### src/sv/dnd_pkg.sv
`default_nettype none
// ----------------------------------------------------------------------------
// dnd_pkg
// Shared types and constants for the nucleotide decoder.
// ----------------------------------------------------------------------------
package dnd_pkg;

    localparam int DND_BAD_COUNT_BITS = 16;
    localparam int CFG_INDEX_BITS     = 1;
    localparam int CFG_DATA_BITS      = 8;

    // Configuration register indexes
    localparam logic [CFG_INDEX_BITS-1:0] CFG_BASE_MAP      = 1'd0;
    localparam logic [CFG_INDEX_BITS-1:0] CFG_COMPLEMENT_ON = 1'd1;

    localparam logic [7:0] BASE_MAP_RESET = 8'd228;

    // Letter codes
    localparam logic [1:0] LETTER_A = 2'd0;
    localparam logic [1:0] LETTER_T = 2'd1;
    localparam logic [1:0] LETTER_G = 2'd2;
    localparam logic [1:0] LETTER_C = 2'd3;

    typedef enum logic [1:0] {
        KIND_FULL   = 2'd0,
        KIND_PADDED = 2'd1,
        KIND_END    = 2'd2
    } t_kind;

    typedef enum logic [1:0] {
        SYM_BLANK = 2'd0,
        SYM_BASE  = 2'd1,
        SYM_BAD   = 2'd2
    } t_sym_class;

    // Classified request held between the front stage and the packer
    typedef struct packed {
        logic       valid;
        logic       eos;
        t_sym_class cls;
        logic [1:0] pair;
    } t_front;

endpackage

`default_nettype wire

### src/sv/dnd_in_if.sv
`default_nettype none
// ----------------------------------------------------------------------------
// dnd_in_if
// Input channel: one text byte or an end-of-stream marker per request.
// ----------------------------------------------------------------------------
interface dnd_in_if;
    logic       valid;
    logic       ready;
    logic [7:0] symbol;
    logic       end_of_stream;

    modport source (output valid, output symbol, output end_of_stream, input ready);
    modport sink   (input valid, input symbol, input end_of_stream, output ready);
endinterface

`default_nettype wire

### src/sv/dnd_out_if.sv
`default_nettype none
// ----------------------------------------------------------------------------
// dnd_out_if
// Output channel: packed bytes and end-of-stream reports.
// ----------------------------------------------------------------------------
interface dnd_out_if;
    logic        valid;
    logic        ready;
    logic [7:0]  byte_value;
    logic [1:0]  kind;
    logic [1:0]  partial_count;
    logic [15:0] invalid_total;

    modport source (output valid, output byte_value, output kind, output partial_count,
                    output invalid_total, input ready);
    modport sink   (input valid, input byte_value, input kind, input partial_count,
                    input invalid_total, output ready);
endinterface

`default_nettype wire

### src/sv/dnd_front.sv
`default_nettype none
// ----------------------------------------------------------------------------
// dnd_front
// Input register and character classification (blank, base with its pair
// value, or invalid).
// ----------------------------------------------------------------------------
module dnd_front
    import dnd_pkg::*;
(
    input  wire logic       i_clk,
    input  wire logic       i_rst_n,
    input  wire logic       i_valid,
    input  wire logic [7:0] i_symbol,
    input  wire logic       i_eos,
    input  wire logic       i_advance,
    input  wire logic [7:0] i_base_map,
    input  wire logic       i_complement_on,
    output logic            o_ready,
    output t_front          o_front
);

    logic       r_valid;
    logic [7:0] r_symbol;
    logic       r_eos;

    logic       is_blank;
    logic       is_letter;
    logic [1:0] code;
    logic [1:0] pair;
    logic       found;

    assign o_ready = !r_valid || i_advance;

    always_ff @(posedge i_clk) begin
        if (!i_rst_n) begin
            r_valid <= 1'b0;
        end else if (o_ready) begin
            r_valid <= i_valid;
        end
        if (o_ready && i_valid) begin
            r_symbol <= i_symbol;
            r_eos    <= i_eos;
        end
    end

    always_comb begin
        is_blank  = (r_symbol == 8'h20) || (r_symbol >= 8'h09 && r_symbol <= 8'h0D);
        is_letter = 1'b1;
        unique case (r_symbol)
            "A", "a": code = LETTER_A;
            "T", "t": code = LETTER_T;
            "G", "g": code = LETTER_G;
            "C", "c": code = LETTER_C;
            default: begin
                code      = LETTER_A;
                is_letter = 1'b0;
            end
        endcase
        // A<->T and G<->C differ only in the low bit
        if (i_complement_on) begin
            code = code ^ 2'b01;
        end

        // lowest matching pair wins
        found = 1'b0;
        pair  = 2'd0;
        for (int i = 3; i >= 0; i--) begin
            if (i_base_map[2*i +: 2] == code) begin
                found = 1'b1;
                pair  = 2'(i);
            end
        end

        o_front.valid = r_valid;
        o_front.eos   = r_eos;
        o_front.pair  = pair;
        if (is_blank) begin
            o_front.cls = SYM_BLANK;
        end else if (is_letter && found) begin
            o_front.cls = SYM_BASE;
        end else begin
            o_front.cls = SYM_BAD;
        end
    end

endmodule

`default_nettype wire

### src/sv/dnd_pack.sv
`default_nettype none
// ----------------------------------------------------------------------------
// dnd_pack
// Pending-pair accumulator, saturating invalid counter and result register.
// ----------------------------------------------------------------------------
module dnd_pack
    import dnd_pkg::*;
#(
    parameter int BAD_COUNT_BITS = DND_BAD_COUNT_BITS
) (
    input  wire logic   i_clk,
    input  wire logic   i_rst_n,
    input  wire t_front i_front,
    input  wire logic   i_out_ready,
    output logic        o_advance,
    output logic        o_valid,
    output logic [7:0]  o_byte_value,
    output t_kind       o_kind,
    output logic [1:0]  o_partial_count,
    output logic [15:0] o_invalid_total
);

    logic [5:0]                r_pending_bits;
    logic [1:0]                r_pending_count;
    logic [BAD_COUNT_BITS-1:0] r_bad_count;
    logic                      r_out_valid;
    logic [7:0]                r_byte_value;
    t_kind                     r_kind;
    logic [1:0]                r_partial_count;
    logic [15:0]               r_invalid_total;

    logic [5:0]                n_pending_bits;
    logic [1:0]                n_pending_count;
    logic [BAD_COUNT_BITS-1:0] n_bad_count;
    logic                      fire;
    logic                      emit;
    logic [7:0]                n_byte_value;
    t_kind                     n_kind;
    logic [1:0]                n_partial_count;
    logic [31:0]               bad_wide;
    logic [15:0]               total;

    assign o_advance = !r_out_valid || i_out_ready;
    assign fire      = i_front.valid && o_advance;

    always_comb begin
        bad_wide = 32'(r_bad_count);
        total    = (bad_wide > 32'h0000_FFFF) ? 16'hFFFF : bad_wide[15:0];

        n_pending_bits  = r_pending_bits;
        n_pending_count = r_pending_count;
        n_bad_count     = r_bad_count;
        emit            = 1'b0;
        n_byte_value    = 8'd0;
        n_kind          = KIND_FULL;
        n_partial_count = 2'd0;

        if (i_front.eos) begin
            emit            = 1'b1;
            n_pending_bits  = 6'd0;
            n_pending_count = 2'd0;
            n_bad_count     = '0;
            n_partial_count = r_pending_count;
            n_kind          = KIND_PADDED;
            unique case (r_pending_count)
                2'd0: begin
                    n_kind = KIND_END;
                end
                2'd1: n_byte_value = {r_pending_bits[1:0], 6'd0};
                2'd2: n_byte_value = {r_pending_bits[3:0], 4'd0};
                2'd3: n_byte_value = {r_pending_bits, 2'd0};
                default: n_byte_value = 8'd0;
            endcase
        end else begin
            unique case (i_front.cls)
                SYM_BASE: begin
                    if (r_pending_count == 2'd3) begin
                        emit            = 1'b1;
                        n_byte_value    = {r_pending_bits, i_front.pair};
                        n_pending_bits  = 6'd0;
                        n_pending_count = 2'd0;
                    end else begin
                        n_pending_bits  = {r_pending_bits[3:0], i_front.pair};
                        n_pending_count = r_pending_count + 2'd1;
                    end
                end
                SYM_BAD: begin
                    if (r_bad_count != '1) begin
                        n_bad_count = r_bad_count + BAD_COUNT_BITS'(1);
                    end
                end
                default: begin
                end
            endcase
        end
    end

    always_ff @(posedge i_clk) begin
        if (!i_rst_n) begin
            r_pending_bits  <= 6'd0;
            r_pending_count <= 2'd0;
            r_bad_count     <= '0;
            r_out_valid     <= 1'b0;
        end else begin
            if (fire) begin
                r_pending_bits  <= n_pending_bits;
                r_pending_count <= n_pending_count;
                r_bad_count     <= n_bad_count;
            end
            if (fire && emit) begin
                r_out_valid <= 1'b1;
            end else if (i_out_ready) begin
                r_out_valid <= 1'b0;
            end
        end
        if (fire && emit) begin
            r_byte_value    <= n_byte_value;
            r_kind          <= n_kind;
            r_partial_count <= n_partial_count;
            r_invalid_total <= total;
        end
    end

    assign o_valid         = r_out_valid;
    assign o_byte_value    = r_byte_value;
    assign o_kind          = r_kind;
    assign o_partial_count = r_partial_count;
    assign o_invalid_total = r_invalid_total;

endmodule

`default_nettype wire

### src/sv/dna_nucleotide_decoder_unit.sv
`default_nettype none
// ----------------------------------------------------------------------------
// dna_nucleotide_decoder_unit
// Text-to-2-bit nucleotide packer with end-of-stream flush.
// ----------------------------------------------------------------------------
// Usage:
//   in_ch takes one request per cycle while in_ch.ready is high: a character
//   byte, or end_of_stream=1. Whitespace is dropped silently; other non-base
//   bytes bump a saturating invalid count. Every fourth base gives a full byte
//   on out_ch; an end-of-stream request gives a padded byte or a plain end
//   report and then clears pending pairs and the invalid count.
//   The user writes configuration (base_map, complement_on) through i_cfg_we,
//   i_cfg_index and i_cfg_data while the unit is idle; nothing enforces this.
// Timing:
//   A request accepted into the input register is classified and packed, and
//   its result is loaded into the output register when the pack stage
//   advances. Throughput is one request per cycle while out_ch is not stalled.
//   When out_ch stalls, the output register holds and the pipeline keeps
//   flowing until one more request waits in the input register; in_ch.ready
//   then drops. Synchronous reset empties both stages, clears the pending
//   state and restores the configuration registers to their reset values.
// ----------------------------------------------------------------------------
module dna_nucleotide_decoder_unit
    import dnd_pkg::*;
#(
    parameter int BAD_COUNT_BITS = DND_BAD_COUNT_BITS
) (
    input  wire logic                      i_clk,
    input  wire logic                      i_rst_n,
    dnd_in_if.sink                         in_ch,
    dnd_out_if.source                      out_ch,
    input  wire logic                      i_cfg_we,
    input  wire logic [CFG_INDEX_BITS-1:0] i_cfg_index,
    input  wire logic [CFG_DATA_BITS-1:0]  i_cfg_data
);

    logic [7:0] r_base_map;
    logic       r_complement_on;
    t_front     front;
    logic       advance;
    t_kind      kind;

    always_ff @(posedge i_clk) begin
        if (!i_rst_n) begin
            r_base_map      <= BASE_MAP_RESET;
            r_complement_on <= 1'b0;
        end else if (i_cfg_we) begin
            unique case (i_cfg_index)
                CFG_BASE_MAP:      r_base_map      <= i_cfg_data;
                CFG_COMPLEMENT_ON: r_complement_on <= i_cfg_data[0];
                default: begin
                end
            endcase
        end
    end

    dnd_front u_front (
        .i_clk           (i_clk),
        .i_rst_n         (i_rst_n),
        .i_valid         (in_ch.valid),
        .i_symbol        (in_ch.symbol),
        .i_eos           (in_ch.end_of_stream),
        .i_advance       (advance),
        .i_base_map      (r_base_map),
        .i_complement_on (r_complement_on),
        .o_ready         (in_ch.ready),
        .o_front         (front)
    );

    dnd_pack #(
        .BAD_COUNT_BITS (BAD_COUNT_BITS)
    ) u_pack (
        .i_clk           (i_clk),
        .i_rst_n         (i_rst_n),
        .i_front         (front),
        .i_out_ready     (out_ch.ready),
        .o_advance       (advance),
        .o_valid         (out_ch.valid),
        .o_byte_value    (out_ch.byte_value),
        .o_kind          (kind),
        .o_partial_count (out_ch.partial_count),
        .o_invalid_total (out_ch.invalid_total)
    );

    assign out_ch.kind = kind;

endmodule

`default_nettype wire
### src/flat_wrapper.sv
// flat-port wrapper written by rule: the top's interface ports become plain ports
module dna_nucleotide_decoder_unit_flat import dnd_pkg::*;
#(
    parameter int BAD_COUNT_BITS = DND_BAD_COUNT_BITS
)
  (i_clk, i_rst_n, i_cfg_we, i_cfg_index, i_cfg_data, in_ch_valid, in_ch_symbol, in_ch_end_of_stream, in_ch_ready, out_ch_valid, out_ch_byte_value, out_ch_kind, out_ch_partial_count, out_ch_invalid_total, out_ch_ready);
  dnd_in_if in_ch_i ();
  dnd_out_if out_ch_i ();
  input  wire logic i_clk;
  input  wire logic i_rst_n;
  input  wire logic i_cfg_we;
  input  wire logic [CFG_INDEX_BITS-1:0] i_cfg_index;
  input  wire logic [CFG_DATA_BITS-1:0] i_cfg_data;
  input wire logic [$bits(in_ch_i.valid)-1:0] in_ch_valid;
  input wire logic [$bits(in_ch_i.symbol)-1:0] in_ch_symbol;
  input wire logic [$bits(in_ch_i.end_of_stream)-1:0] in_ch_end_of_stream;
  output wire logic [$bits(in_ch_i.ready)-1:0] in_ch_ready;
  output wire logic [$bits(out_ch_i.valid)-1:0] out_ch_valid;
  output wire logic [$bits(out_ch_i.byte_value)-1:0] out_ch_byte_value;
  output wire logic [$bits(out_ch_i.kind)-1:0] out_ch_kind;
  output wire logic [$bits(out_ch_i.partial_count)-1:0] out_ch_partial_count;
  output wire logic [$bits(out_ch_i.invalid_total)-1:0] out_ch_invalid_total;
  input wire logic [$bits(out_ch_i.ready)-1:0] out_ch_ready;
  assign in_ch_i.valid = in_ch_valid;
  assign in_ch_i.symbol = in_ch_symbol;
  assign in_ch_i.end_of_stream = in_ch_end_of_stream;
  assign in_ch_ready = in_ch_i.ready;
  assign out_ch_valid = out_ch_i.valid;
  assign out_ch_byte_value = out_ch_i.byte_value;
  assign out_ch_kind = out_ch_i.kind;
  assign out_ch_partial_count = out_ch_i.partial_count;
  assign out_ch_invalid_total = out_ch_i.invalid_total;
  assign out_ch_i.ready = out_ch_ready;
  dna_nucleotide_decoder_unit #(.BAD_COUNT_BITS(BAD_COUNT_BITS)) u_core (.i_clk(i_clk), .i_rst_n(i_rst_n), .in_ch(in_ch_i), .out_ch(out_ch_i), .i_cfg_we(i_cfg_we), .i_cfg_index(i_cfg_index), .i_cfg_data(i_cfg_data));
endmodule
### config.mk
export PLATFORM = sky130hd
export DESIGN_NAME = dna_nucleotide_decoder_unit_flat
export DESIGN_NICKNAME = d
export VERILOG_FILES = /design/src/sv/dnd_pkg.sv /design/src/sv/dnd_in_if.sv /design/src/sv/dnd_out_if.sv /design/src/sv/dnd_front.sv /design/src/sv/dnd_pack.sv /design/src/sv/dna_nucleotide_decoder_unit.sv /design/src/flat_wrapper.sv
export SDC_FILE = /design/constraint.sdc
export NUM_CORES = 1
export LEC_CHECK = 0
export ABC_AREA = 1
export BUFFER_PORTS_ARGS = -buffer_cell sky130_fd_sc_hd__buf_2
export CAP_MARGIN = 20
export CORE_ASPECT_RATIO = 0.75
export CORE_MARGIN = 2
export CORE_UTILIZATION = 35
export CTS_CLUSTER_SIZE = 25
export DETAILED_ROUTE_END_ITERATION = 10
export GPL_ROUTABILITY_DRIVEN = 0
export MAX_ROUTING_LAYER = met4
export PLACE_DENSITY = 0.6
export SLEW_MARGIN = 30
export SYNTH_ARGS = -nofsm -noshare
export SYNTH_HDL_FRONTEND = slang
export SYNTH_SLANG_ARGS = --single-unit
### constraint.sdc
create_clock -name i_clk -period 3.7 [get_ports i_clk]
set_input_delay 0.74 -clock i_clk [delete_from_list [all_inputs] [get_ports i_clk]]
set_output_delay 0.74 -clock i_clk [all_outputs]
set_load 0.005 [all_outputs]
==> metrics.csv, run 1 <==
metric;value;unit
Filler Cells Inserted;938;
H-tree Lvls;3;
Layout Nets;484;
Die W;120;um
fin crit share;68.2;%
Final WS setup;1.18;ns
# port buffers;52;
sequential area share after synthesis;51.6;%
synthesis-to-layout area growth;18.3;%
PD cells;424;nW/um2
actual slew at the worst max-slew pin;0.836;ns
Final Hold Viols;0;
largest net degree at the start of global routing;29;
EDFF count, synth;37;
post-DP HPWL;5280;um
# IOs;53;
DRC;0;
share of cells above drive strength 1;23.4;%
wire per inst;12.3;um
max-cap viol count;0;
post-synthesis adder-cell area fraction;1.78;%
Distinct cells, synth;33;
post-route minimum period;2.52;ns
vias;2780;
GRT Total Usage;14.6;%
post-synth design cell area;3510;um2
initial antenna violation count;0;
ANT nets after route;0;
XOR/XNOR share of the synthesized area;3.25;%
Critical Path, Cell by Cell;inv_2, nand2_1, nor2_2, nand2_4, nand2_2, nand2_1, nand3b_1, nand3_2, nand2_2, o21ai_4, nand2_2, nand3_1, inv_1, buf_4;
die area;10800;um2
post-cts hold buffer count;0;
post-placement cell area;3880;um2
vias in the first global route;2571;
first-pass GRT wire length;12100;um
Final setup viols;0;
final instance area;4150;um2
fmax;396;MHz
CTS Buf Count;9;
Routed WL;7270;um
utilization after layout;42.8;%
Root Driver;clkbuf_16;
crit-path most repeated cell;nand2_2;
startpoint types;register;
Mapped Nets;430;
Synth area leaders;edfxtp_1 32%, dfxtp_1 20%, nand2_1 8.1%;
worst-path maximum fanout;28;
Max clock buf depth;2;
post-CTS sizing;0;
commonest cells after routing, fill and taps aside;76 x nand2_1, 52 x buf_2, 45 x nor2_1, 45 x nand3_1, 40 x inv_1;
DRT Pass-1 Iters;4;
Worst Skew;0.00844;ns
CP max stage delay;0.42;ns
Hold Crit Class;register to register;
most common cell after layout, fill and taps aside;nand2_1;
Synth top area share;31.7;%
Lkg Pwr;0.00166;uW
Place WS;1.15;ns
largest family of logic cells by synthesized area;simple AND/OR/NAND/NOR gates;
post-synthesis cell count;402;
Starting Density;36.2;%
synthesized area per cell;8.73;um2
via/cell ratio;4.69;
Setup CP Type;register to register;
area leader, netlist;edfxtp_1;
Iteration-0 DRC Markers;129;
Max Slew Vio Count;0;
clock-pin slew on the worst setup and hold paths;0.05;ns
multi-input logic area;1470;um2
Register Area;1810;um2
crit end category;register;
RSZ-0062 raised after global routing;no;
Core Region;9700;um2
GRT overflow;0;
clk_lat worst skew;0.33;ns
setup repair bufs after CTS;0;
most used flip-flop cell after synthesis;edfxtp_1;
Yosys reg bits;72;
TNS Setup;0;ns
Post-synth ARST share;0;%
row count;31;
Worst EP arrival;2.52;ns
Crit path required time;3.69;ns
relative slew slack;43.9;%
YS warnings;0;
# diodes;0;
Compound-Gate Fraction of Synth Area;9.09;%
post-synthesis mux area share;0;%
Critical-path top delay cell;edfxtp_1;
clock sinks;72;
status;completed;
VDD IR-drop max;236;uV
simple-gate area share of the yosys netlist;27.8;%
chip height;90.7;um
CTS tree;done;
-- area by class of cell --
class,count,area share [%]
sequential,72,43.7
multi-input combinational,275,35.5
timing repair buffer,53,6.45
clock buffer,10,5.52
inverter,45,4.07
tap,132,3.98
clock inverter,6,0.874
-- kinds of logic after synthesis --
logic type | after synthesis
compound gates | 51
xor+xnor | 13
fa+ha+maj | 5
buf+inv | 55
flops | 72
simple gates | 206
-- cell usage after synthesis (all sizes together), types with 6 or more instances --
master / number
a21oi: 30
clkbuf: 6
dfxtp: 35
edfxtp: 37
inv: 44
nand2: 95
nand3: 50
nor2: 47
o21ai: 12
xor2: 10
-- power by group --
part | switching, uW | total [uW] | internal (uW)
Sequential | 16.7 | 875 | 858
Combinational | 81.4 | 121 | 39.7
Clock | 316 | 766 | 449
-- sequential cells by signal, indices dropped and copies added, names as in the netlist, 6 cells and up --
register and flops:
u_core.u_pack.o_invalid_total 16, u_core.u_pack.r_bad_count 16, u_core.r_base_map 8, u_core.u_front.r_symbol 8, u_core.u_pack.o_byte_value 8, u_core.u_pack.r_pending_bits 6
-- worst paths after layout --
check,startpoint,to,slack (ns),depth (start not counted)
worst min-delay path,u_core.r_base_map[3]$_SDFFE_PN0P_,u_core.r_base_map[3]$_SDFFE_PN0P_,0.48,2
worst max-delay path,u_core.u_front.r_symbol[2]$_DFFE_PP_,u_core.u_pack.o_invalid_total[2]$_DFFE_PP_,1.18,14
worst max register to register,u_core.u_front.r_symbol[2]$_DFFE_PP_,u_core.u_pack.o_invalid_total[2]$_DFFE_PP_,1.18,14
worst min register to register,u_core.r_base_map[3]$_SDFFE_PN0P_,u_core.r_base_map[3]$_SDFFE_PN0P_,0.48,2
-- through the flow --
| stage | hold slack [ns] | cells | total power [uW] |
|---|---|---|---|
| detailed placement | 0.469 | 577 | 1010 |
| floorplan | 0.444 | 402 | 978 |
| global placement | 0.469 | 577 | 1010 |
| global route | 0.500 | 593 | 1840 |
| CTS | 0.477 | 593 | 1790 |
| finish | 0.477 | 593 | 1760 |
-- routing by layer --
metal | vias to the layer above | GRT usage (%) | wire (um)
met5 | - | - | 0
met4 | 0 | 6.08 | 74
met3 | 6 | 4.48 | 433
met2 | 76 | 19.6 | 2920
met1 | 1252 | 20.2 | 3840
li1 | 1446 | - | -
-- critical path: cells and delay by family (launching register included) --
family	cells	cell delay (ns)
AND/OR/NAND/NOR	10	1.18
buffers and inverters	3	0.48
flip-flops	1	0.42
AO/OA/AOI/OAI	1	0.08
Note: power is estimated with default switching activity, not from simulation.
==> inputs of run 2 (changes only) <==
==> constraint.sdc (replaced) <==
create_clock -name i_clk -period 2.55 [get_ports i_clk]
set_input_delay 0.51 -clock i_clk [delete_from_list [all_inputs] [get_ports i_clk]]
set_output_delay 0.51 -clock i_clk [all_outputs]
set_load 0.005 [all_outputs]
==> metrics.csv, run 2 (synthesized netlist as in run 1, its figures left out) <==
metric;value;unit
status;completed;
Root Driver;clkbuf_16;
ANT nets after route;0;
Crit path required time;2.62;ns
clock-pin slew on the worst setup and hold paths;0.06;ns
GRT Total Usage;15.2;%
Critical path buffers and inverters;4;
VDD IR-drop max;358;uV
GRT overflow;0;
setup repair bufs after CTS;0;
row count;31;
CP max stage delay;0.42;ns
clock sinks;72;
Worst Setup SP;u_core.u_front.r_symbol[2]$_DFFE_PP_;
Routed WL;7320;um
share of cells above drive strength 1;24.7;%
crit-path most repeated cell;nand2_1;
Max clock buf depth;2;
Setup CP Type;register to register;
Core Region;9700;um2
# diodes;0;
clk_lat worst skew;0.33;ns
PD cells;623;nW/um2
Worst Skew;0.00612;ns
CTS tree;done;
Hold Crit Start;in_ch_symbol[5];
max-cap viol count;0;
die area;10800;um2
Max Slew Vio Count;0;
# IOs;53;
reg2reg start;u_core.u_front.r_symbol[2]$_DFFE_PP_;
worst-path maximum fanout;20;
post-DP HPWL;5450;um
DRT Pass-1 Iters;4;
chip height;90.7;um
Die W;120;um
via/cell ratio;4.67;
Starting Density;36.2;%
vias in the first global route;2655;
Iteration-0 DRC Markers;124;
Worst EP arrival;2.35;ns
Layout Nets;493;
Lkg Pwr;0.00170;uW
post-cts hold buffer count;0;
synthesis-to-layout area growth;20.9;%
actual slew at the worst max-slew pin;0.389;ns
RSZ-0062 raised after global routing;no;
first-pass GRT wire length;12700;um
post-route minimum period;2.28;ns
CTS Buf Count;9;
Final setup viols;0;
Critical-path top delay cell;edfxtp_1;
Hold Crit Class;input port to register;
startpoint types;register;
wire per inst;12.2;um
total power;2640;uW
utilization after layout;43.7;%
# port buffers;52;
largest net degree at the start of global routing;21;
worst reg2reg setup slack;0.27;ns
commonest cells after routing, fill and taps aside;76 x nand2_1, 52 x buf_2, 45 x nor2_1, 45 x nand3_1, 40 x inv_1;
Critical Path, Cell by Cell;inv_2, nand2_1, nor2_2, nand2_4, nand2_4, inv_2, nand2_1, nand2_1, nand3_2, nand2_2, o21ai_4, nand2_2, nand3_1, clkinvlp_4, buf_4;
initial antenna violation count;0;
vias;2810;
DRC;0;
CP delay by family, top;simple AND/OR/NAND/NOR gates;
most common cell after layout, fill and taps aside;nand2_1;
relative slew slack;74.1;%
H-tree Lvls;3;
post-CTS sizing;0;
crit end category;register;
fin crit share;89.5;%
Final Hold Viols;0;
TNS Setup;0;ns
fmax;438;MHz
## run 2: changes by cell type in the layout (fill, tap and decap cells not counted)
cell and change:
buf_4 +9, clkinv_2 -4, clkbuf_1 +2, clkbuf_16 +1
clkinv_1 -1, inv_4 +1, inv_6 +1
## run 2: worst reg2reg max path: stages, from the launching register on
cell	delay, ns
edfxtp_1	0.42
inv_2	0.09
nand2_1	0.09
nor2_2	0.14
nand2_4	0.09
nand2_4	0.09
inv_2	0.05
nand2_1	0.05
nand2_1	0.07
nand3_2	0.10
nand2_2	0.07
o21ai_4	0.22
nand2_2	0.08
nand3_1	0.14
clkinvlp_4	0.11
buf_4	0.22
## run 2: where the power goes
part | switching, uW | internal, uW
clock network | 461 | 724
registers | 19.1 | 1240
logic | 126 | 66.9
total | 606 | 2040
## run 2: cell type report
cell class                      instances  area, um2
Tap cell                              132        165
Sequential cell                        72       1810
Clock inverter                          3       23.8
Multi-Input combinational cell        275       1470
Inverter                               45        173
Clock buffer                           13        262
Timing Repair Buffer                   62        335
Fill cell                             989       5460
## run 2: per-stage QoR
step	setup slack [ns]	hold slack [ns]	instances	instance area (um2)
CTS	0.250	0.338	602	4240
detailed placement	0.265	0.477	586	3960
global placement	0.338	0.466	586	3960
global route	0.0819	0.344	602	4240
floorplan	0.0795	0.444	402	3510
finish	0.268	0.353	602	4240
## run 2: routing by layer
layer / wire, um / track usage (%) / share of wire [%] / up-vias
met4: 110 / 6.18 / 1.5 / 0
met1: 3830 / 21.1 / 52 / 1276
met5: 0 / - / 0 / -
met3: 378 / 4.42 / 5.2 / 8
met2: 3000 / 20.6 / 41 / 64
li1: - / - / - / 1462
## run 2: worst paths after layout
kind,end,cells after the start
worst max-delay path,u_core.u_pack.o_partial_count[1]$_SDFFCE_PN0P_,15
worst min-delay path,u_core.u_front.r_symbol[5]$_DFFE_PP_,1
worst min register to register,u_core.u_pack.r_pending_bits[2]$_SDFFE_PN0P_,2
worst max register to register,u_core.u_pack.o_partial_count[1]$_SDFFCE_PN0P_,15
==> inputs of run 3 (changes only) <==
--- a/config.mk
+++ b/config.mk
@@ -6,16 +6,16 @@
 export NUM_CORES = 1
 export LEC_CHECK = 0
 export ABC_AREA = 1
-export BUFFER_PORTS_ARGS = -buffer_cell sky130_fd_sc_hd__buf_2
 export CAP_MARGIN = 20
 export CORE_ASPECT_RATIO = 0.75
 export CORE_MARGIN = 2
 export CORE_UTILIZATION = 35
 export CTS_CLUSTER_SIZE = 25
 export DETAILED_ROUTE_END_ITERATION = 10
+export DONT_BUFFER_PORTS = 1
 export GPL_ROUTABILITY_DRIVEN = 0
 export MAX_ROUTING_LAYER = met4
-export PLACE_DENSITY = 0.6
+export PLACE_DENSITY = 0.56
 export SLEW_MARGIN = 30
 export SYNTH_ARGS = -nofsm -noshare
 export SYNTH_HDL_FRONTEND = slang
==> metrics.csv, run 3 (synthesized netlist as in run 1, its figures left out) <==
metric;value;unit
clock share of power;46.1;%
crit end category;register;
fmax;433;MHz
Iteration-0 DRC Markers;166;
Place WS;0.234;ns
share of cells above drive strength 1;15.6;%
Crit path required time;2.62;ns
post-CTS sizing;0;
actual slew at the worst max-slew pin;0.678;ns
Worst Skew;0.00744;ns
Final WS setup;0.238;ns
wire per inst;13.5;um
clock sinks;72;
GRT Total Usage;15.1;%
clk_lat worst skew;0.34;ns
PD cells;668;nW/um2
total power;2660;uW
reg2reg start;u_core.u_front.r_symbol[2]$_DFFE_PP_;
row count;31;
Final Hold Viols;0;
vias in the first global route;2441;
Critical Path, Cell by Cell;inv_2, nand2_1, nor2_2, nand2_4, nand2_4, inv_2, nand2_1, nand2_1, nand3_1, nand2_2, o21ai_4, nand2_2, nand3_1, clkinvlp_4, buf_4;
Lkg Pwr;0.00148;uW
chip height;90.7;um
TNS Setup;0;ns
utilization after layout;41.1;%
Power Internal;2060;uW
CP max stage delay;0.42;ns
final instance area;3990;um2
via/cell ratio;4.89;
worst-path maximum fanout;19;
Worst EP arrival;2.38;ns
Layout Nets;441;
clock-pin slew on the worst setup and hold paths;0.06;ns
# port buffers;0;
ANT nets after route;0;
post-DP HPWL;5450;um
most common cell after layout, fill and taps aside;nand2_1;
status;completed;
first-pass GRT wire length;12500;um
CTS Buf Count;9;
Net Sw Frac;22.8;%
DRC;0;
initial antenna violation count;0;
post-placement cell area;3700;um2
CTS tree;done;
Critical-path top delay cell;edfxtp_1;
Hold Crit Start;in_ch_symbol[0];
largest net degree at the start of global routing;20;
# diodes;0;
crit-path most repeated cell;nand2_1;
post-cts hold buffer count;0;
max-cap viol count;0;
Hold Crit Class;input port to register;
post-route minimum period;2.31;ns
H-tree Lvls;3;
fin crit share;90.6;%
# IOs;53;
Max clock buf depth;2;
synthesis-to-layout area growth;13.7;%
startpoint types;register;
sequential share of power;47.6;%
Worst Setup SP;u_core.u_front.r_symbol[2]$_DFFE_PP_;
Root Driver;clkbuf_16;
commonest cells after routing, fill and taps aside;76 x nand2_1, 45 x nor2_1, 45 x nand3_1;
RSZ-0062 raised after global routing;no;
vias;2689;
Routed WL;7420;um
Setup CP Type;register to register;
relative slew slack;54.6;%
DRT Pass-1 Iters;4;
VDD IR-drop max;569;uV
die area;10800;um2
sw power;607;uW
setup repair bufs after CTS;0;
Core Region;9700;um2
Final setup viols;0;
Max Slew Vio Count;0;
Combinational Power Share;6.3;%
Starting Density;36.2;%
Die W;120;um
GRT overflow;0;
-- run 3: changes by cell type in the layout (fill, tap and decap cells not counted), sizes merged --
cell,before,now
buf,62,10
bufinv,0,1
clkbuf,13,11
clkinvlp,1,3
inv,45,44
-- run 3: routing by layer --
metal	vias up	wire [um]	global-route usage (%)
met1	1243	3920	21.5
li1	1363	-	-
met2	76	3000	19.8
met5	-	0	-
met3	7	389	5.05
met4	0	108	5.20
-- run 3: cell type report --
type / count / area, um2
tap: 132 / 165
multi-input combinational: 275 / 1470
sequential: 72 / 1810
fill: 984 / 5710
clock inverter: 5 / 58.8
clock buffer: 11 / 233
timing repair buffer: 10 / 75.1
inverter: 45 / 173
-- run 3: worst max-delay path, delay by kind of cell (launching register included) --
kind / cells / cell delay, ns
AOI/OAI and AO/OA: 1 / 0.20
buffers and inverters: 4 / 0.47
DFF: 1 / 0.42
and+or+nand+nor: 10 / 0.96
-- run 3: path summary, 6_finish.rpt --
path                                                      end  slack, ns  cells past startpoint
setup / recovery  u_core.u_pack.o_invalid_total[10]$_DFFE_PP_       0.24                     15
hold / removal           u_core.u_front.r_symbol[0]$_DFFE_PP_       0.27                      0
setup reg to reg  u_core.u_pack.o_invalid_total[10]$_DFFE_PP_       0.24                     15
hold reg to reg             u_core.r_base_map[3]$_SDFFE_PN0P_       0.48                      2
-- run 3: through the flow --
step	hold WS [ns]	std cells
after floorplan	0.444	402
after global placement	0.467	534
after detailed placement	0.466	534
after CTS	0.257	550
after global routing	0.251	550
final	0.267	550
-- run 3: power groups by stage --
stage          Combinational [uW]  Sequential, uW  Clock, uW
5_1_grt                       191            1270       1320
3_5_place_dp                  169            1290          0
2_1_floorplan                 136            1280          0
6_report                      169            1270       1230
4_1_cts                       170            1270       1270
3_3_place_gp                  165            1290          0
